<file path="config.mk">
export PLATFORM = sky130hd
export DESIGN_NAME = registered_handle_fifo_core
export DESIGN_NICKNAME = d
export VERILOG_FILES = /design/src/hdl/rhf_pkg.sv /design/src/hdl/rhf_qcell.sv /design/src/hdl/rhf_rcell.sv /design/src/hdl/registered_handle_fifo_core.sv
export VERILOG_INCLUDE_DIRS = /design/src /design/src/hdl
export SDC_FILE = /design/constraint.sdc
export NUM_CORES = 1
export LEC_CHECK = 0
export BUFFER_PORTS_ARGS = -buffer_cell sky130_fd_sc_hd__buf_4
export CORE_MARGIN = 4
export CORE_UTILIZATION = 51
export CTS_CLUSTER_SIZE = 10
export DETAILED_ROUTE_END_ITERATION = 10
export GPL_TIMING_DRIVEN = 0
export PLACE_DENSITY = 0.67
export SLEW_MARGIN = 40
export SYNTH_ARGS = -nofsm -noshare
export SYNTH_HDL_FRONTEND = slang
export SYNTH_SLANG_ARGS = --single-unit
</file>
<file path="constraint.sdc">
create_clock -name clk -period 17.1 [get_ports clk]
set_clock_uncertainty 0.15 [all_clocks]
set_input_delay 5.13 -clock clk [delete_from_list [all_inputs] [get_ports clk]]
set_output_delay 5.13 -clock clk [all_outputs]
set_load 0.01 [all_outputs]
</file>
<file path="src/hdl/registered_handle_fifo_core_defines.svh">
// Assertion macros for the registered handle FIFO core.
`ifndef REGISTERED_HANDLE_FIFO_CORE_DEFINES_SVH
`define REGISTERED_HANDLE_FIFO_CORE_DEFINES_SVH

// Same-cycle implication, checked on every clock edge outside reset.
`define RHF_ASSERT_IMPLY(lbl, ante, cons) \
  lbl: assert property (@(posedge clk) disable iff (rst) (ante) |-> (cons)) \
    else $error("registered handle fifo: same-cycle check failed");

// Next-cycle implication, checked on every clock edge outside reset.
`define RHF_ASSERT_NEXT(lbl, ante, cons) \
  lbl: assert property (@(posedge clk) disable iff (rst) (ante) |=> (cons)) \
    else $error("registered handle fifo: next-cycle check failed");

`endif

</file>
<file path="src/hdl/rhf_pkg.sv">
// Shared types and constants for the registered handle FIFO.
`timescale 1ns / 1ps
package rhf_pkg;

  localparam int OP_W     = 2;
  localparam int ID_W     = 8;
  localparam int STATUS_W = 3;
  localparam int COUNT_W  = 5;
  localparam int CAP_W    = 5;

  localparam logic [CAP_W-1:0] CAP_RESET = 5'd16;

  typedef enum logic [OP_W-1:0] {
    OP_ENQUEUE    = 2'd0,
    OP_DEQUEUE    = 2'd1,
    OP_REGISTER   = 2'd2,
    OP_UNREGISTER = 2'd3
  } op_t;

  typedef enum logic [STATUS_W-1:0] {
    ST_OK       = 3'd0,
    ST_FULL     = 3'd1,
    ST_EMPTY    = 3'd2,
    ST_UNKNOWN  = 3'd3,
    ST_REG_FULL = 3'd4
  } status_t;

  typedef enum logic [1:0] {
    S_IDLE   = 2'd0,
    S_SCAN   = 2'd1,
    S_APPLY  = 2'd2,
    S_RESULT = 2'd3
  } state_t;

  typedef struct packed {
    logic shift;
    logic load;
  } qcell_ctl_t;

endpackage

</file>
<file path="src/hdl/rhf_qcell.sv">
// One queue cell: holds a handle, loads a new one or takes its neighbor's.
`timescale 1ns / 1ps
module rhf_qcell #(
  parameter int WIDTH = 8
) (
  input  logic               clk,
  input  rhf_pkg::qcell_ctl_t ctl,
  input  logic [WIDTH-1:0]   nbr_data,
  input  logic [WIDTH-1:0]   load_data,
  output logic [WIDTH-1:0]   data
);
  import rhf_pkg::*;

  always_ff @(posedge clk) begin
    if (ctl.load) begin
      data <= load_data;
    end else if (ctl.shift) begin
      data <= nbr_data;
    end
  end

endmodule

</file>
<file path="src/hdl/rhf_rcell.sv">
// One registry cell: a handle with its valid bit, rotated along the ring.
`timescale 1ns / 1ps
module rhf_rcell #(
  parameter int WIDTH = 8
) (
  input  logic             clk,
  input  logic             rst,
  input  logic             shift,
  input  logic             nbr_valid,
  input  logic [WIDTH-1:0] nbr_data,
  output logic             valid,
  output logic [WIDTH-1:0] data
);

  always_ff @(posedge clk) begin
    if (rst) begin
      valid <= 1'b0;
    end else if (shift) begin
      valid <= nbr_valid;
    end
  end

  always_ff @(posedge clk) begin
    if (shift) begin
      data <= nbr_data;
    end
  end

endmodule

</file>
<file path="src/hdl/registered_handle_fifo_core.sv">
// Top level of the registered handle FIFO: control sequencer, cell rows and output register.
// Items enter on the in channel (in_valid, in_stall, operation, buffer_id) and each item
// yields exactly one result on the out channel (out_valid, out_stall, status, out_buffer_id,
// queue_count, queue_empty). cfg_ready is always high. The user must write the capacity
// register over cfg_valid / cfg_ready / capacity only while the block is idle; the block
// itself does not enforce it. One item is worked on at a time. Dequeue and an enqueue
// into a full queue go from acceptance through the apply and result states back to idle.
// Enqueue and register rotate the registry ring of cells once, one cell per cycle, in the
// scan state. Unregister rotates the registry while the queue cells rotate their entries
// through the head comparator, and stays in the scan state until both are done.
// Each ring has a single head comparator.
// Reset empties the queue, clears every registry valid bit and sets capacity to 16.
// When the receiver stalls, a finished result waits in the output register and the block
// holds the next result until that register is free; the input is stalled meanwhile.
`timescale 1ns / 1ps
`include "registered_handle_fifo_core_defines.svh"
module registered_handle_fifo_core #(
  parameter int QUEUE_DEPTH    = 16,
  parameter int REGISTRY_DEPTH = 16,
  parameter int ID_BITS        = 8
) (
  input  logic                          clk,
  input  logic                          rst,
  input  logic                          in_valid,
  output logic                          in_stall,
  input  logic [rhf_pkg::OP_W-1:0]      operation,
  input  logic [rhf_pkg::ID_W-1:0]      buffer_id,
  output logic                          out_valid,
  input  logic                          out_stall,
  output logic [rhf_pkg::STATUS_W-1:0]  status,
  output logic [rhf_pkg::ID_W-1:0]      out_buffer_id,
  output logic [rhf_pkg::COUNT_W-1:0]   queue_count,
  output logic                          queue_empty,
  input  logic                          cfg_valid,
  output logic                          cfg_ready,
  input  logic [rhf_pkg::CAP_W-1:0]     capacity
);
  import rhf_pkg::*;

  localparam int CW   = $clog2(QUEUE_DEPTH + 1);
  localparam int QIW  = (QUEUE_DEPTH > 1) ? $clog2(QUEUE_DEPTH) : 1;
  localparam int RIW  = (REGISTRY_DEPTH > 1) ? $clog2(REGISTRY_DEPTH) : 1;
  localparam int CMPW = (CW > CAP_W) ? CW : CAP_W;
  localparam logic [CMPW-1:0] DEPTH_C   = CMPW'(QUEUE_DEPTH);
  localparam logic [RIW-1:0]  SCAN_LAST = RIW'(REGISTRY_DEPTH - 1);

  state_t               state, state_next;
  op_t                  op_r, in_op;
  logic [ID_BITS-1:0]   id_r;
  logic [CAP_W-1:0]     cap_r;
  logic [CW-1:0]        fill, fill_next;
  logic [CW-1:0]        purge_left, purge_left_next;
  logic [RIW-1:0]       scan_cnt, scan_cnt_next;
  logic                 found, found_next;
  logic                 done, done_next;
  status_t              res_status, res_status_next;
  logic [ID_BITS-1:0]   taken, taken_next;

  logic                 accept;
  logic                 load_out;
  logic [CMPW-1:0]      cap_ext, fill_ext;
  logic                 q_full;
  logic                 purge_active;
  logic                 head_match_r, head_match_q;

  logic [ID_BITS-1:0]   qdata [QUEUE_DEPTH];
  qcell_ctl_t           qctl  [QUEUE_DEPTH];
  logic                 q_shift, q_load;
  logic [QIW-1:0]       q_wr_idx;
  logic [ID_BITS-1:0]   q_load_data;

  logic                 rvalid [REGISTRY_DEPTH];
  logic [ID_BITS-1:0]   rdata  [REGISTRY_DEPTH];
  logic                 r_shift;
  logic                 wrap_valid;
  logic [ID_BITS-1:0]   wrap_data;

  assign cfg_ready = 1'b1;
  assign in_stall  = (state != S_IDLE);
  assign accept    = in_valid && !in_stall;
  assign in_op     = op_t'(operation);

  assign cap_ext  = CMPW'(cap_r);
  assign fill_ext = CMPW'(fill);
  assign q_full   = (cap_r == '0) ? (fill_ext >= CMPW'(1)) :
                    (cap_ext > DEPTH_C) ? (fill_ext >= DEPTH_C) : (fill_ext >= cap_ext);

  assign purge_active = (purge_left != '0);
  assign head_match_r = rvalid[0] && (rdata[0] == id_r);
  assign head_match_q = (qdata[0] == id_r);

  genvar gi;
  generate
    for (gi = 0; gi < QUEUE_DEPTH; gi++) begin : g_queue
      logic [ID_BITS-1:0] nbr;
      if (gi < QUEUE_DEPTH - 1) begin : g_mid
        assign nbr = qdata[gi + 1];
      end else begin : g_last
        assign nbr = qdata[gi];
      end
      assign qctl[gi].shift = q_shift;
      assign qctl[gi].load  = q_load && (q_wr_idx == QIW'(gi));
      rhf_qcell #(.WIDTH(ID_BITS)) u_qcell (
        .clk       (clk),
        .ctl       (qctl[gi]),
        .nbr_data  (nbr),
        .load_data (q_load_data),
        .data      (qdata[gi])
      );
    end

    for (gi = 0; gi < REGISTRY_DEPTH; gi++) begin : g_registry
      logic               nbr_v;
      logic [ID_BITS-1:0] nbr_d;
      if (gi < REGISTRY_DEPTH - 1) begin : g_mid
        assign nbr_v = rvalid[gi + 1];
        assign nbr_d = rdata[gi + 1];
      end else begin : g_last
        assign nbr_v = wrap_valid;
        assign nbr_d = wrap_data;
      end
      rhf_rcell #(.WIDTH(ID_BITS)) u_rcell (
        .clk       (clk),
        .rst       (rst),
        .shift     (r_shift),
        .nbr_valid (nbr_v),
        .nbr_data  (nbr_d),
        .valid     (rvalid[gi]),
        .data      (rdata[gi])
      );
    end
  endgenerate

  always_comb begin
    state_next      = state;
    fill_next       = fill;
    purge_left_next = purge_left;
    scan_cnt_next   = scan_cnt;
    found_next      = found;
    done_next       = done;
    res_status_next = res_status;
    taken_next      = taken;
    q_shift         = 1'b0;
    q_load          = 1'b0;
    q_wr_idx        = QIW'(fill);
    q_load_data     = id_r;
    r_shift         = 1'b0;
    wrap_valid      = rvalid[0];
    wrap_data       = rdata[0];
    load_out        = 1'b0;

    case (state)
      S_IDLE: begin
        if (accept) begin
          scan_cnt_next   = '0;
          found_next      = 1'b0;
          done_next       = 1'b0;
          purge_left_next = (in_op == OP_UNREGISTER) ? fill : '0;
          case (in_op)
            OP_ENQUEUE: state_next = q_full ? S_APPLY : S_SCAN;
            OP_DEQUEUE: state_next = S_APPLY;
            default:    state_next = S_SCAN;
          endcase
        end
      end
      S_SCAN: begin
        r_shift = 1'b1;
        case (op_r)
          OP_ENQUEUE: begin
            if (head_match_r) begin
              found_next = 1'b1;
            end
          end
          OP_REGISTER: begin
            if (!rvalid[0] && !done) begin
              wrap_valid = 1'b1;
              wrap_data  = id_r;
              done_next  = 1'b1;
            end
          end
          OP_UNREGISTER: begin
            if (head_match_r && !done) begin
              wrap_valid = 1'b0;
              done_next  = 1'b1;
            end
          end
          default: begin
          end
        endcase
        if (scan_cnt != SCAN_LAST) begin
          scan_cnt_next = scan_cnt + 1'b1;
        end
        // The head entry leaves the queue and returns at the tail unless it matches.
        if (purge_active) begin
          q_shift         = 1'b1;
          purge_left_next = purge_left - 1'b1;
          if (!head_match_q) begin
            q_load      = 1'b1;
            q_wr_idx    = QIW'(fill - 1'b1);
            q_load_data = qdata[0];
          end else begin
            fill_next = fill - 1'b1;
          end
        end
        if ((scan_cnt == SCAN_LAST) && !purge_active) begin
          state_next = S_APPLY;
        end
      end
      S_APPLY: begin
        state_next      = S_RESULT;
        taken_next      = '0;
        res_status_next = ST_OK;
        case (op_r)
          OP_ENQUEUE: begin
            if (q_full) begin
              res_status_next = ST_FULL;
            end else if (!found) begin
              res_status_next = ST_UNKNOWN;
            end else begin
              q_load    = 1'b1;
              fill_next = fill + 1'b1;
            end
          end
          OP_DEQUEUE: begin
            if (fill == '0) begin
              res_status_next = ST_EMPTY;
            end else begin
              taken_next = qdata[0];
              q_shift    = 1'b1;
              fill_next  = fill - 1'b1;
            end
          end
          OP_REGISTER: begin
            if (!done) begin
              res_status_next = ST_REG_FULL;
            end
          end
          default: begin
          end
        endcase
      end
      S_RESULT: begin
        if (!out_valid || !out_stall) begin
          load_out   = 1'b1;
          state_next = S_IDLE;
        end
      end
      default: begin
        state_next = S_IDLE;
      end
    endcase
  end

  always_ff @(posedge clk) begin
    if (rst) begin
      state <= S_IDLE;
    end else begin
      state <= state_next;
    end
  end

  always_ff @(posedge clk) begin
    if (rst) begin
      fill       <= '0;
      purge_left <= '0;
      scan_cnt   <= '0;
      found      <= 1'b0;
      done       <= 1'b0;
      cap_r      <= CAP_RESET;
      out_valid  <= 1'b0;
    end else begin
      fill       <= fill_next;
      purge_left <= purge_left_next;
      scan_cnt   <= scan_cnt_next;
      found      <= found_next;
      done       <= done_next;
      if (cfg_valid && cfg_ready) begin
        cap_r <= capacity;
      end
      if (load_out) begin
        out_valid <= 1'b1;
      end else if (out_valid && !out_stall) begin
        out_valid <= 1'b0;
      end
    end
  end

  always_ff @(posedge clk) begin
    if (accept) begin
      op_r <= in_op;
      id_r <= ID_BITS'(buffer_id);
    end
    res_status <= res_status_next;
    taken      <= taken_next;
    if (load_out) begin
      status        <= res_status;
      out_buffer_id <= ID_W'(taken);
      queue_count   <= COUNT_W'(fill);
      queue_empty   <= (fill == '0);
    end
  end

  `RHF_ASSERT_NEXT(a_enqueue_grows, (state == S_APPLY) && (op_r == OP_ENQUEUE) && (res_status_next == ST_OK), fill == $past(fill) + 1'b1)
  `RHF_ASSERT_NEXT(a_purge_never_grows, state == S_SCAN, fill <= $past(fill))
  `RHF_ASSERT_IMPLY(a_fill_bounded, 1'b1, fill_ext <= DEPTH_C)
  `RHF_ASSERT_NEXT(a_empty_dequeue_zero, load_out && (res_status == ST_EMPTY), out_buffer_id == '0)

endmodule

</file>
Word-level counts from Yosys, hierarchy flattened
Index checks and enable logic that the tools add are counted.
Widths: inputs -> output; s select.
{"block": "totals", "reg_bits": 334, "in_bits": 20, "out_inout_bits": 20}
{"block": "op_classes", "bitwise": 1, "add_sub_neg": 4, "n_lt_le_gt_ge": 4, "muxes": 93, "eq_ne": 42, "n_reduce_logical": 62}
{"operator": "$mux 8", "count": 36}
{"operator": "$mux 5", "count": 8}
{"operator": "$reduce_bool 2->1", "count": 19}
{"operator": "$eq 4x4->1 const B", "count": 9}
{"operator": "$pmux 5 s2", "count": 3}
{"operator": "$mux 1", "count": 23}
{"operator": "$logic_and 1x1->1", "count": 22}
{"operator": "$mux 4", "count": 5}
{"operator": "$eq 4x3->1 const B", "count": 4}
{"operator": "$eq 8x8->1", "count": 2}
{"operator": "$ne 2x2->1 const B", "count": 8}
{"operator": "$ne 3x3->1 const B", "count": 5}
{"operator": "$mux 2", "count": 7}
{"operator": "$pmux 1 s2", "count": 6}
{"operator": "$eq 2x2->1 const B", "count": 5}
{"operator": "$logic_not 5->1", "count": 2}
{"operator": "$sub 5x1->5 const B", "count": 2}
{"operator": "$pmux 3 s3", "count": 1}
{"operator": "$reduce_and 3->1", "count": 3}
{"operator": "$eq 4x2->1 const B", "count": 2}
{"operator": "$pmux 2 s4", "count": 1}
{"operator": "$pmux 4 s2", "count": 1}
{"operator": "$reduce_and 7->1", "count": 1}
{"operator": "$eq 2x1->1 const B", "count": 3}
{"operator": "21 further kinds", "count": 28}

Logic depth before layout (Yosys ltp)
{"block": "logic_depth", "depth_word": 8, "mapped_depth": 11, "depth_no_buf": 9}

By module
Synthesis repeated with hierarchy kept, for this count alone.
{"block": "unflattened", "hier_cells": 824, "hier_area_um2": 14057.2}
{"module": "rhf_qcell", "seq_area_each_um2": 240.2, "area_per_inst_um2": 377.9, "cells_each": 18, "n_inst": 16}
{"module": "rhf_rcell", "seq_area_each_um2": 260.2, "area_per_inst_um2": 274.0, "cells_each": 11, "n_inst": 16}
{"module": "registered_handle_fifo_core", "seq_area_each_um2": 1621.6, "area_per_inst_um2": 3627.2, "cells_each": 360, "n_inst": 1}

Worst setup path before layout
Ideal clock, no wire load.
{"block": "synth_timing", "kind": "input to register", "from": "input out_stall", "to": "register out_buffer_id[0] (netlist name), enable pin", "cell_stages": 1, "setup_time_ns": 0.417, "arrival_ns": 6.433, "setup_slack_ns": 10.100, "t_required_ns": 16.533, "path_cell_list": "a21boi_0"}
{"block": "synth_between", "elab_chain_cells": 4}
{"element": "from (decl)", "line": "registered_handle_fifo_core.sv:29", "rtl": "input logic out_stall,"}
{"element": "$logic_not 1->1", "line": "registered_handle_fifo_core.sv:243", "rtl": "if (!out_valid || !out_stall) begin"}
{"element": "$logic_or 1x1->1", "line": "registered_handle_fifo_core.sv:243"}
{"element": "$mux 1", "line": "registered_handle_fifo_core.sv:243"}
{"element": "$mux 1", "line": "registered_handle_fifo_core.sv:152", "rtl": "case (state)"}
{"element": "to (signal assigned)", "line": "registered_handle_fifo_core.sv:297", "rtl": "out_buffer_id <= ID_W'(taken);"}
{"element": "to (decl)", "line": "registered_handle_fifo_core.sv:31", "rtl": "output logic [rhf_pkg::ID_W-1:0] out_buffer_id,"}
No other way between the ends.
A chain may end at the register's enable or synchronous reset.

Final worst setup path
{"block": "layout_timing", "from": "register state[0]", "to": "output in_stall"}
{"block": "layout_between", "elab_chain_cells": 1}
{"element": "from (decl)", "line": "registered_handle_fifo_core.sv:47", "rtl": "state_t state, state_next;"}
{"element": "from (signal assigned)", "line": "registered_handle_fifo_core.sv:258", "rtl": "state <= state_next;"}
{"element": "$reduce_bool 2->1", "line": "registered_handle_fifo_core.sv:79", "rtl": "assign in_stall = (state != S_IDLE);"}
{"element": "to (decl)", "line": "registered_handle_fifo_core.sv:25", "rtl": "output logic in_stall,"}
No other way between the ends.

==> reports/metrics.yaml <==
outcome:
  outcome: "completed"
sta:
  fin_crit_sh_pct: 39.8
  fmax_ghz: 0.147
  rsz0062_at_grt: "no"
  slew_viol_final: 0
  hold_viol: 0
  totalNegativeSetupSlack_ns: 0
  fin_crit_ns: 6.81
  tightest_slew_ns: 0.736
  holdWs_ns: 0.247
  slew_headroom_pct: 50.6
  setup_viol: 0
pwr:
  p_comb_share_pct: 17.8
  power.density_nw_per_um2: 149
  irDropWorstVdd_v: 0.000141
  p_clk_share_pct: 31.6
  switching_share_pct: 27.5
  power_leakage_uw: 0.00524
  seqPwrFrac_pct: 50.6
  internal-power_uw: 1650
  p_sw_uw: 624
setup_path:
  crit_top_cell: "inv_1"
  worst-path-buf-inv: 3
  r2r-end: "g_queue[11].u_qcell.data[7]"
  ff2ff_setup_slack_ns: 13.17
  cp.arrival_ns: 1.53
  crit_path_max_incr_delay_ns: 0.43
  r2r_cells: 11
  crit_chain: "inv_1 > ha_1 > inv_1 > buf_4"
  critPathKind: "reg -> out"
  end_kind: "output pin"
  critical-path-slowest-cell: "dfxtp_1"
  path_max_fanout: 4
  required_ns: 11.82
  rr_startpoint: "fill[0]"
  worst_setup_path_start_kind: "flop"
  crit_start: "state[0]"
  critPathTopFamily: "flip-flops"
cells_and_area:
  layout-drive-gt1-share_pct: 27.6
  final_util_pct: 59.8
  fin_area_um2: 15200
  final_nets: 925
  n_antenna_cell: 0
  fillers: 1874
  area_growth_pct: 13.9
drt:
  first_pass_iters: 5
  detail_route.wl_per_cell_um: 18.7
  ant_nets: 0
  vias: 6745
  vias_per_cell: 5.48
  first_iter_violations: 420
  drc: 0
  drt-total-wl_um: 23000
logic_synthesis:
  synthesis.nets: 844
  syn_area_per_cell_um2: 16.5
  synth_area_um2: 13400
  yosysTopAreaCell: "edfxtp_1"
  yosys_warnings: 0
  synth_compound_area_share_pct: 3.36
  postSynth.asyncResetShare_pct: 0
  synthTopCellsByArea: "edfxtp_1 (66%), mux2_2 (12%), dfxtp_1 (6.0%)"
  synth_cell_types: 56
  synth-xor-area-share_pct: 1.44
  yosysMostFrequentCell: "edfxtp_1"
  synthAdderAreaFrac_pct: 1.50
  synth-seq-area-share_pct: 72.0
  synth_top_family_by_area: "multiplexers"
  synth_commonest_cells: "edfxtp_1 (294), mux2_2 (138), nor2_1 (47), dfxtp_1 (40)"
  ys_seq_elements: 334
  synth.top_cell.area_share_pct: 66.1
  yosys.area_share.simple_pct: 6.32
  muxShareOfSynthArea_pct: 13.5
  postSynthCellCount: 808
  synth_ff_type: "edfxtp_1"
  synth-edff-count: 294
clocking:
  cts_tree: "yes"
  cts_root_buffer: "clkbuf_16"
  insertion_delay_ns: 0.53
  clkSlewWorstSetupHoldPaths_ns: 0.06
  clock-sinks: 334
  h-tree-depth: 2
  postCtsHoldBufs: 0
  cts_resized: 0
  clockBufferDepth: 3
  numCtsBuffers: 39
  cts_setup_buffers: 0
global_route:
  grt_usage_pct: 16.2
  antenna_found_initial: 0
  overflow: 0
  grt_pass1_vias: 7053
  grt_pass1_wl_um: 37300
  grt_max_degree: 46
die:
  core_um2: 25500
  io_pins: 40
  die-area_um2: 28900
  rows: 58
  initial_utilization_pct: 52.5
  fp.dieW_um: 170
  die_h_um: 170
min_path:
  min_from: "g_registry[6].u_rcell.data[0]"
  holdPathStages: 0
  hold_end: "g_registry[5].u_rcell.data[0]"
  hold_path.class: "reg -> reg"
placement:
  place_congestion: 0.846
  port_buffers: 36
  placed_area_um2: 14100
  hpwl_um: 15700
job:
  maxCapViolCount: 0
==> per-layer routing <==
metal	vias to the layer above	wire, µm	global-route usage [%]
met5	-	0	0
met2	123	11300	27.0
met3	53	872	3.23
met1	3371	10300	21.6
li1	3198	-	-
met4	0	561	5.18
==> cell usage in the layout, fill, tap and decap left out, types with 3 or more instances in the layout <==
cell       count
edfxtp_1     294
mux2_2       138
nor2_1        47
buf_4         44
dfxtp_1       40
clkbuf_16     39
clkbuf_1      32
nand2_1       24
mux2i_1       24
a21oi_1       20
and2_1        20
inv_1         18
ha_1          15
xor2_1        14
nand2b_1      13
nand3_1       11
o21ai_0       11
xnor2_1        8
nor3_1         7
nand4_1        6
nor4_1         4
nand3b_1       4
o31ai_1        4
nand2_2        4
o21ai_1        4
o21a_1         3
and3_1         3
buf_12         3
==> how the worst max path moves through the flow <==
stage	slack (ns)	to	cells past startpoint
floorplan	10.10	out_buffer_id[0]	1
global placement	8.78	g_queue[5].u_qcell.data[5]	9
detailed placement	10.02	purge_left[3]	8
CTS	10.28	in_stall	4
global route	10.22	in_stall	4
finish	10.29	in_stall	4
==> area by class of cell <==
| type | instances | area, µm² | area share (%) |
|---|---|---|---|
| sequential | 334 | 9630 | 63.2 |
| multi-input combinational | 422 | 3520 | 23.1 |
| clock buffer | 50 | 1030 | 6.75 |
| tap | 330 | 413 | 2.71 |
| timing repair buffer | 40 | 345 | 2.27 |
| buffer | 34 | 173 | 1.13 |
| inverter | 18 | 67.6 | 0.444 |
| clock inverter | 3 | 55.1 | 0.361 |
==> power by group through the flow <==
stage	logic [µW]	clock network [µW]	registers, µW
2_1_floorplan	279	0	1150
3_3_place_gp	374	0	1170
3_5_place_dp	404	0	1160
4_1_cts	406	739	1150
5_1_grt	447	776	1160
6_report	404	719	1150
==> through the flow <==
step	total power [µW]	setup WS, ns	instances
2_1_floorplan	1430	10.10	808
3_3_place_gp	1550	8.78	1174
3_5_place_dp	1570	10.02	1178
4_1_cts	2300	10.28	1231
5_1_grt	2390	10.22	1231
6_report	2270	10.29	1231
==> worst register-to-register path: cells and delay by family (launching register included) <==
family                   cells  cell delay, ns
AND/OR/NAND/NOR              3            0.67
buffers and inverters        3            0.78
adder cells (fa/ha/maj)      1            0.35
flip-flops                   1            0.40
AO/OA/AOI/OAI                4            1.23
==> flip-flops by register name (all words and copies together) (netlist names), 5 cells and up <==
register,cells
cap_ext,5
fill,5
g_queue.u_qcell.data,128
g_registry.u_rcell.data,128
g_registry.u_rcell.valid,16
id_r,8
out_buffer_id,8
purge_left,5
queue_count,5
taken,8
==> cells by family after synthesis <==
logic type,after synthesis
AOI/OAI and AO/OA,63
xor gates and xnor gates,22
adders and majority gates,16
buffers and inverters,52
DFF,334
muxes,163
other,1
and+or+nand+nor,157
(Power assumes the default switching activity.)
